<file path="src/rtl/mcb_pkg.sv">
// Package of the maximum clique block: field widths, command codes,
// controller states, datapath operations and the status struct. No dependencies.
package mcb_pkg;

  localparam int unsigned CMD_W      = 2;
  localparam int unsigned NODE_W     = 6;
  localparam int unsigned CNT_W      = 7;
  localparam int unsigned MASK_W     = 64;
  localparam int unsigned IN_DATA_W  = 16;
  localparam int unsigned OUT_DATA_W = 72;

  // Command codes carried on the input tuser.
  typedef enum logic [CMD_W-1:0] {
    CMD_CLEAR  = 2'd0,
    CMD_EDGE   = 2'd1,
    CMD_SEARCH = 2'd2
  } mcb_cmd_e;

  // Controller states.
  typedef enum logic [2:0] {
    ST_IDLE,
    ST_EDGE_RD,
    ST_EDGE_WA,
    ST_EDGE_WB,
    ST_DESCEND,
    ST_FIT,
    ST_EXCL,
    ST_UP
  } mcb_state_e;

  // Operations the controller asks of the datapath.
  typedef enum logic [3:0] {
    OP_NONE,
    OP_CLEAR,
    OP_EDGE_LOAD,
    OP_EDGE_RDA,
    OP_EDGE_WRA,
    OP_EDGE_WRB,
    OP_INIT,
    OP_READ,
    OP_INCL,
    OP_EXCL,
    OP_LEAF,
    OP_POP,
    OP_UP,
    OP_FINISH
  } mcb_op_e;

  // Status from the datapath to the controller.
  typedef struct packed {
    logic edge_ok;
    logic leaf;
    logic fits;
    logic bound_ok;
    logic at_root;
    logic taken_p;
    logic out_busy;
  } mcb_stat_t;

endpackage

</file>
<file path="src/rtl/mcb_ctrl.sv">
// Controller of the maximum clique block: command decode, edge update
// sequence and the backtracking walk. Depends on mcb_pkg.
module mcb_ctrl
  import mcb_pkg::*;
(
  input  logic             clk_i,
  input  logic             rst_ni,
  input  logic             in_valid_i,
  input  logic [CMD_W-1:0] in_cmd_i,
  input  mcb_stat_t        stat_i,
  output logic             in_ready_o,
  output mcb_op_e          op_o
);

  mcb_state_e state_q, state_d;
  logic       accept;

  // New requests are taken only while idle.
  assign in_ready_o = (state_q == ST_IDLE);
  assign accept = in_valid_i && in_ready_o;

  // Next state.
  always_comb begin
    state_d = state_q;
    unique case (state_q)
      ST_IDLE: begin
        if (accept) begin
          unique case (in_cmd_i)
            CMD_EDGE: begin
              if (stat_i.edge_ok) state_d = ST_EDGE_RD;
            end
            CMD_SEARCH: state_d = ST_DESCEND;
            default: state_d = ST_IDLE;
          endcase
        end
      end
      ST_EDGE_RD: state_d = ST_EDGE_WA;
      ST_EDGE_WA: state_d = ST_EDGE_WB;
      ST_EDGE_WB: state_d = ST_IDLE;
      ST_DESCEND: begin
        state_d = stat_i.leaf ? ST_UP : ST_FIT;
      end
      ST_FIT: begin
        state_d = stat_i.fits ? ST_DESCEND : ST_EXCL;
      end
      ST_EXCL: begin
        state_d = stat_i.bound_ok ? ST_DESCEND : ST_UP;
      end
      ST_UP: begin
        // At the root the result waits until the output register is free.
        if (stat_i.at_root) begin
          state_d = stat_i.out_busy ? ST_UP : ST_IDLE;
        end else if (stat_i.taken_p) begin
          state_d = ST_EXCL;
        end else begin
          state_d = ST_UP;
        end
      end
      default: state_d = ST_IDLE;
    endcase
  end

  // Datapath operation for the current state.
  always_comb begin
    op_o = OP_NONE;
    unique case (state_q)
      ST_IDLE: begin
        if (accept) begin
          unique case (in_cmd_i)
            CMD_CLEAR:  op_o = OP_CLEAR;
            CMD_EDGE:   op_o = stat_i.edge_ok ? OP_EDGE_LOAD : OP_NONE;
            CMD_SEARCH: op_o = OP_INIT;
            default:    op_o = OP_NONE;
          endcase
        end
      end
      ST_EDGE_RD: op_o = OP_EDGE_RDA;
      ST_EDGE_WA: op_o = OP_EDGE_WRA;
      ST_EDGE_WB: op_o = OP_EDGE_WRB;
      ST_DESCEND: op_o = stat_i.leaf ? OP_LEAF : OP_READ;
      ST_FIT:     op_o = stat_i.fits ? OP_INCL : OP_NONE;
      ST_EXCL:    op_o = stat_i.bound_ok ? OP_EXCL : OP_NONE;
      ST_UP: begin
        if (stat_i.at_root) begin
          op_o = stat_i.out_busy ? OP_NONE : OP_FINISH;
        end else if (stat_i.taken_p) begin
          op_o = OP_POP;
        end else begin
          op_o = OP_UP;
        end
      end
      default: op_o = OP_NONE;
    endcase
  end

  // State register.
  always_ff @(posedge clk_i or negedge rst_ni) begin
    if (!rst_ni) begin
      state_q <= ST_IDLE;
    end else begin
      state_q <= state_d;
    end
  end

endmodule

</file>
<file path="config.mk">
export PLATFORM = sky130hd
export DESIGN_NAME = mcb_ctrl
export DESIGN_NICKNAME = d
export VERILOG_FILES = /design/src/rtl/mcb_pkg.sv /design/src/rtl/mcb_ctrl.sv
export SDC_FILE = /design/constraint.sdc
export NUM_CORES = 1
export LEC_CHECK = 0
export BUFFER_PORTS_ARGS = -buffer_cell sky130_fd_sc_hd__buf_4
export CAP_MARGIN = 25
export CORE_AREA = 3 3 40 42
export DETAILED_ROUTE_END_ITERATION = 7
export DIE_AREA = 0 0 43 45
export GPL_ROUTABILITY_DRIVEN = 0
export PLACE_DENSITY = 0.53
export SETUP_SLACK_MARGIN = 0.3
export SYNTH_ARGS = -nofsm -noshare
export SYNTH_HDL_FRONTEND = slang
export SYNTH_SLANG_ARGS = --single-unit
</file>
<file path="constraint.sdc">
create_clock -name clk_i -period 2.95 [get_ports clk_i]
set_clock_uncertainty 0.2 [all_clocks]
set_input_delay 0.59 -clock clk_i [delete_from_list [all_inputs] [get_ports clk_i]]
set_output_delay 0.59 -clock clk_i [all_outputs]
set_load 0.1 [all_outputs]
</file>
==> results of run 1 <==
## final cells by class
cell class | instances | area share (%)
Clock buffer | 4 | 4.861
Timing Repair Buffer | 17 | 24.07
Sequential cell | 3 | 14.35
Inverter | 2 | 1.389
Multi-Input combinational cell | 41 | 51.85
Tap cell | 15 | 3.472
## metal layers
metal | vias up | GRT usage (%) | share of wire, %
li1 | 224 | - | -
met1 | 186 | 15.90 | 43
met2 | 19 | 18.86 | 47
met3 | 0 | 5.179 | 9.9
met4 | 0 | 1.807 | 0
met5 | - | 0 | 0
## kinds of logic (layout without fill, tap and decap cells)
logic type             count (synthesis)  count (layout)  synth area share, %
AO/OA/AOI/OAI                         23              23                37.63
AND/OR/NAND/NOR                       17              17                30.04
buffers and inverters                  6              23                9.570
flip-flops                             3               3                19.80
multiplexers                           1               1                2.970
## critical path, cell delays in order (launching register included)
cell and delay, ps:
dfrtp_1 600, inv_2 140, o31a_1 330, o21ai_2 110, buf_4 300
## cell usage in the layout, fill, tap and decap left out, types with 2 or more instances in the layout
cell / n
nor2_1: 3
nor2b_1: 2
nand2_1: 2
clkbuf_4: 3
buf_4: 16
a31oi_1: 2
o21ai_0: 6
dfrtp_2: 2
a21oi_1: 5
## final timing paths
path | from | endpoint | slack [ps] | cells after the start
min in group clk_i | stat_i[4] | state_q[1]$_DFFE_PN0P_ | 500 | 3
setup / recovery | state_q[0]$_DFFE_PN0P_ | op_o[2] | 450 | 4
hold / removal | rst_ni | state_q[0]$_DFFE_PN0P_ | 480 | 2
max in group asynchronous | rst_ni | state_q[1]$_DFFE_PN0P_ | 1970 | 2
hold reg to reg | state_q[2]$_DFFE_PN0P_ | state_q[2]$_DFFE_PN0P_ | 540 | 2
setup reg to reg | state_q[0]$_DFFE_PN0P_ | state_q[1]$_DFFE_PN0P_ | 1600 | 3
## metrics by stage
step	cells	hold WS, ps	TNS, ps	setup WS, ps	utilization [%]
2_1_floorplan	50	94.41	-12.49	-12.49	-
3_3_place_gp	77	179.4	0	553.0	39.05
3_5_place_dp	77	181.4	0	551.5	39.05
4_1_cts	82	470.2	0	374.2	41.87
5_1_grt	82	478.4	0	335.1	42.06
6_report	82	481.9	0	447.5	42.06
## what timing repair did
item,CTS,global route
hold endpoints to repair,3,0
setup endpoints to repair,0,1
gates resized for setup,0,2
hold buffers,1,0
==> impl_metrics.toml, run 1 <==
[outcome]
outcome = "finished clean"

[sta]
fmax_mhz = 399.6
fin_crit_ps = 2502
hold_violations = 0
finalCritPeriodShare_pct = 84.83
rsz0062_at_grt = "false"
setup_viol = 0
maxSlewViolCount = 0
worstMarginPinSlew_ps = 436.7
slew_headroom_pct = 70.89

[critical_path]
critPathMaxFanout = 15
cp_data_required_time_ps = 2160
cp-start-kind = "register"
critical_path_class = "reg -> out"
crit_path_end_kind = "primary output"
cp.arrival_ps = 1710

[logic_synthesis]
synth.avg_cell_area_um2 = 7.582
ys_ff_latch = 3
ys_warn_count = 0
syn_area_um2 = 379.1
yosys-top-cells-count = "a21oi_1, o21ai_0, dfrtp_1, nor2_1"
synthArstFlopShare_pct = 100.0
synth-main-ff-cell = "dfrtp_1"
syn-num-nets = 62
synth_top_cells_by_area = "dfrtp_1, a21oi_1, o21ai_0, nor4b_2, a31oi_1"
seq_area_frac_synth_pct = 19.80
synth-edff-count = 0
synth_top_area_share_pct = 19.80
yosysUniqueCellTypes = 31
synth_top_cell_by_area = "dfrtp_1"
syn_inst = 50

[floorplanning]
start_util_pct = 29.50
core_area_mm2 = 0.001285
fp.dieH_um = 45
die-width_um = 43
die-area_mm2 = 0.001935
num_rows = 13
io_pins = 17

[placed_design]
port_buffers = 16
place_area_um2 = 501.7
dpl.hpwl_um = 743.5

[grt]
grt_pass1_wl_um = 1794
grt_pass1_vias = 408
grt_max_degree = 19
antenna_found_initial = 0
grtUsageTotal_pct = 12.07
grt_overflow_total = 0

[routing]
first_pass_iters = 4
drcViolationCount = 0
drtIter0Drc = 6
post_drt_wl_per_cell_um = 12.00
viasPerCell = 5.232
wirelength_um = 984
vias = 429
ant_nets = 0

[clock_tree]
clockBufferDepth = 2
numCtsBuffers = 3
postCtsSetupBuffers = 0
h-tree-depth = 1
ctsRootBufferMaster = "clkbuf_4"
clock_sinks = 3
cts_tree = "yes"
path_clk_slew_ps = 40
worstSkewPairLatency_ps = 230

[hold_path]
hp-class = "in -> async"

[final_layout]
seqCellArea_um2 = 77.57
diodes = 0
drive_gt1_share_pct = 41.79
final_area_um2 = 540.5
top_register = "state_q"
largest_reg_flops = 3
synthToLayoutAreaGrowth_pct = 42.57
multi_input_area_um2 = 280.3
top_regs = "state_q: 3 flops"
final_nets = 80
fill_cells = 137

[run]
maxCapViolCount = 0
Power of run 1 is not shown: default switching activity piles up to over one toggle a cycle in this logic, so the estimate is an artifact.
==> run 2: changes to the inputs <==
- PLACE_DENSITY: 0.53 -> 0.55
- clock period: 2.95 -> 2.05 ns (I/O delays scaled with it)
==> run 2 against run 1 <==
The flow now finishes with violations (negative setup slack). Die area is the same. Cell count grew 22%. Routed wire length increased by 34%. Design area increased by 55%. Register-to-register slack got worse by 1100 ps. Sequential cell count did not move. Clock-buffer cell count did not move. Hold slack worse by 180 ps.
==> impl_metrics.toml, run 2 (same netlist as run 1, synthesis figures left out) <==
[critical_path]
critPathMaxFanout = 6
path_buf_inv = 1
cp.arrival_ps = 1520
reg2reg_slack_ps = 520
timing.rr.end = "state_q[0]$_DFFE_PN0P_"
cp_data_required_time_ps = 1440
r2r_start = "state_q[1]$_DFFE_PN0P_"
critical_path_class = "reg -> out"
reg2regPathDepth = 5
cpPeakStageDelay_ps = 430
crit_path_end_kind = "primary output"
crit_family = "simple AND/OR/NAND/NOR gates"
crit_slowest_cell = "dfrtp_2"
cp-start-kind = "register"
path_cells = "or2_4 -> nor4b_4 -> a211o_4 -> buf_12"

[sta]
setup_viol = 3
worstMarginPinSlew_ps = 355.8
whs_ps = 299.7
hold_violations = 0
slew_headroom_pct = 76.21
fmax_mhz = 470.4
rsz0062_at_grt = "true"
layout_setup_ws_ps = -75.96
finalCritPeriodShare_pct = 103.7
maxSlewViolCount = 0
fin_crit_ps = 2126

[outcome]
outcome = "finished, violations left"
violations = "negative setup slack"

[final_layout]
final_nets = 98
top_regs = "state_q: 3 flops"
drive_gt1_share_pct = 62.35
multi_input_area_um2 = 357.8
top_register = "state_q"
final_util_pct = 65.14
final_area_um2 = 837.1
final_cell_mix = "buf_4, buf_12, a21oi_1"
final_common_cell = "buf_4"
seqCellArea_um2 = 78.83
fill_cells = 112
diodes = 0
largest_reg_flops = 3
synthToLayoutAreaGrowth_pct = 120.8

[clock_tree]
clock_sinks = 3
clockBufferDepth = 2
cts_tree = "yes"
worstSkewPairLatency_ps = 240
ctsRootBufferMaster = "clkbuf_4"
h-tree-depth = 1
path_clk_slew_ps = 40
numCtsBuffers = 3

[grt]
grtUsageTotal_pct = 14.98
grt_max_degree = 12
grt_pass1_vias = 487
grt_pass1_wl_um = 2297
grt_overflow_total = 0
antenna_found_initial = 0

[floorplanning]
die-width_um = 43
num_rows = 13
start_util_pct = 29.50
io_pins = 17
core_area_mm2 = 0.001285
fp.dieH_um = 45
die-area_mm2 = 0.001935

[routing]
drcViolationCount = 0
viasPerCell = 5.130
ant_nets = 0
vias = 513
post_drt_wl_per_cell_um = 13.21
first_pass_iters = 4
drtIter0Drc = 11
wirelength_um = 1321

[placed_design]
port_buffers = 16
dpl.hpwl_um = 903.6
place_area_um2 = 669.4

[hold_path]
hp-class = "in -> async"

[run]
maxCapViolCount = 0
## run 2: area by class of cell
type                    instances  area share (%)
flip-flops and latches          3           9.417
clock buffers                   4           3.139
multi-input cells              41           42.75
well taps                      15           2.242
inverters                       2          0.8969
repair buffers                 35           41.55
## run 2: worst max-delay path by stage
stage	from	end	slack, ps	cells after the start
global placement	in_valid_i	op_o[1]	-60	5
finish	state_q[1]$_DFFE_PN0P_	op_o[0]	-80	4
detailed placement	in_valid_i	op_o[1]	-90	5
floorplan	in_cmd_i[1]	op_o[1]	-150	3
CTS	state_q[1]$_DFFE_PN0P_	op_o[0]	-70	4
global route	state_q[1]$_DFFE_PN0P_	op_o[0]	-160	4
## run 2: metrics by stage
step                TNS (ps)  setup WS [ps]  cells
floorplan             -224.1         -152.1     50
global placement      -102.2         -59.60     92
detailed placement    -149.4         -90.79     92
CTS                   -156.6         -74.81     99
global route          -338.5         -155.5    100
finish                -125.7         -75.96    100
## run 2: metal layers
metal  global-route usage (%)  up-vias  share of wire, %  wire length [µm]
li1                         -      263                 -                 -
met1                    21.15      238                46               611
met2                    25.15       12                50               658
met3                   0.7968        0               3.9                51
met4                    3.614        0                 0                 0
met5                        0        -                 0                 0
## run 2: worst reg2reg max path, delay by kind of cell, from the launching register on
| kind | cells | cell delay, ps |
|---|---|---|
| flip-flops | 1 | 430 |
| AND/OR/NAND/NOR | 1 | 280 |
| buffers and inverters | 2 | 250 |
| AO/OA/AOI/OAI | 2 | 230 |
## run 2: what timing repair did
item / in CTS / in global routing
endpoints found under the hold margin: 3 / 0
setup endpoints to repair: 5 / 5
pin swaps: 4 / 3
hold buffers: 1 / 0
buffers inserted: 2 / 1
gates resized for setup: 26 / 3
Power of run 2 is left out for the same reason.
==> run 3: changes to the inputs <==
- SKIP_CTS_REPAIR_TIMING: not set -> 1
==> run 3 against run 2 <==
The flow still finishes with violations (negative setup slack). Register-to-register slack hardly changed. Non-clock buffer count rose by 1. Cell count up 1.0%. Sequential cell count stayed put. Routed wire length down 3.0%. Die area did not move. Critical endpoint unchanged.
==> impl_metrics.toml, run 3 (same netlist as run 1, synthesis figures left out) <==
[outcome]
outcome = "finished, violations left"
violations = "negative setup slack"

[floorplanning]
num_rows = 13
io_pins = 17
die-area_mm2 = 0.001935
fp.dieH_um = 45
die-width_um = 43
core_area_mm2 = 0.001285
start_util_pct = 29.50

[final_layout]
largest_reg_flops = 3
final_nets = 99
top_regs = "state_q: 3 flops"
final_area_um2 = 844.6
diodes = 0
fill_cells = 111
synthToLayoutAreaGrowth_pct = 122.8
final_common_cell = "buf_4"
top_register = "state_q"
drive_gt1_share_pct = 62.79
final_cell_mix = "buf_4, buf_12, a21oi_1, o21ai_0"

[grt]
grt_pass1_wl_um = 2021
grtUsageTotal_pct = 13.09
antenna_found_initial = 0
grt_pass1_vias = 462
grt_max_degree = 12
grt_overflow_total = 0

[clock_tree]
cts_tree = "yes"
clockBufferDepth = 2
path_clk_slew_ps = 40
worstSkewPairLatency_ps = 230
h-tree-depth = 1
numCtsBuffers = 3
ctsRootBufferMaster = "clkbuf_4"
clock_sinks = 3

[hold_path]
hp-class = "in -> async"

[critical_path]
reg2reg_slack_ps = 530
cp-startpoint = "state_q[1]$_DFFE_PN0P_"
crit_end = "op_o[0]"
r2r_start = "state_q[1]$_DFFE_PN0P_"
timing.rr.end = "state_q[0]$_DFFE_PN0P_"
cp_data_required_time_ps = 1440
cp-start-kind = "register"
critical_path_class = "reg -> out"
cp.arrival_ps = 1510
reg2regPathDepth = 5
critPathMaxFanout = 6
crit_path_end_kind = "primary output"

[sta]
rsz0062_at_grt = "true"
maxSlewViolCount = 0
finalCritPeriodShare_pct = 103.5
layout_setup_ws_ps = -71.93
slew_headroom_pct = 76.68
setup_viol = 3
worstMarginPinSlew_ps = 348.7
hold_violations = 0
fmax_mhz = 471.3
fin_crit_ps = 2122
finalSetupTns_ps = -164.9

[routing]
viasPerCell = 5.099
vias = 515
drtIter0Drc = 16
ant_nets = 0
first_pass_iters = 4
wirelength_um = 1281
post_drt_wl_per_cell_um = 12.68
drcViolationCount = 0

[placed_design]
place_area_um2 = 669.4
dpl.hpwl_um = 903.6
pre_cts_ws_ps = -90.79
port_buffers = 16

[run]
maxCapViolCount = 0
[run 3: cell types whose count changed in the layout (fill, tap and decap cells not counted), sizes merged]
cell  delta
buf      +1
[run 3: layer usage]
| metal | track usage (%) | vias to the layer above | part of all wire [%] |
|---|---|---|---|
| met5 | 0 | - | 0 |
| li1 | - | 263 | - |
| met2 | 21.56 | 12 | 49 |
| met4 | 3.614 | 0 | 0 |
| met1 | 18.89 | 240 | 47 |
| met3 | 0.3984 | 0 | 4.1 |
[run 3: cell type report]
class / instances / area [µm²] / area share, %
multi-input combinational: 41 / 357.8 / 42.37
tap: 15 / 18.77 / 2.222
timing repair buffer: 36 / 355.3 / 42.07
sequential: 3 / 78.83 / 9.333
clock buffer: 4 / 26.28 / 3.111
inverter: 2 / 7.507 / 0.8889
[run 3: stage by stage]
stage               hold slack [ps]  instances  utilization, %
floorplan                    -85.59         50               -
global placement            -0.3842         92           52.09
detailed placement           0.1650         92           52.09
CTS                          -250.1         96           54.14
global route                  317.8        101           65.73
finish                        301.7        101           65.73
[run 3: worst min-delay path by stage]
stage,endpoint,from,slack (ps),cells past startpoint
finish,state_q[1]$_DFFE_PN0P_,rst_ni,300,2
global route,state_q[0]$_DFFE_PN0P_,rst_ni,320,2
CTS,state_q[2]$_DFFE_PN0P_,rst_ni,-250,1
detailed placement,state_q[0]$_DFFE_PN0P_,rst_ni,0.2,1
global placement,state_q[1]$_DFFE_PN0P_,rst_ni,-0.4,1
floorplan,state_q[0]$_DFFE_PN0P_,rst_ni,-90,0
[run 3: worst max-delay path, cell delays in order, from the launching register on]
cell and delay, ps:
dfrtp_2 440, or2_4 280, nor4b_4 260, a211o_4 140, buf_12 160
Power of run 3 is left out for the same reason.
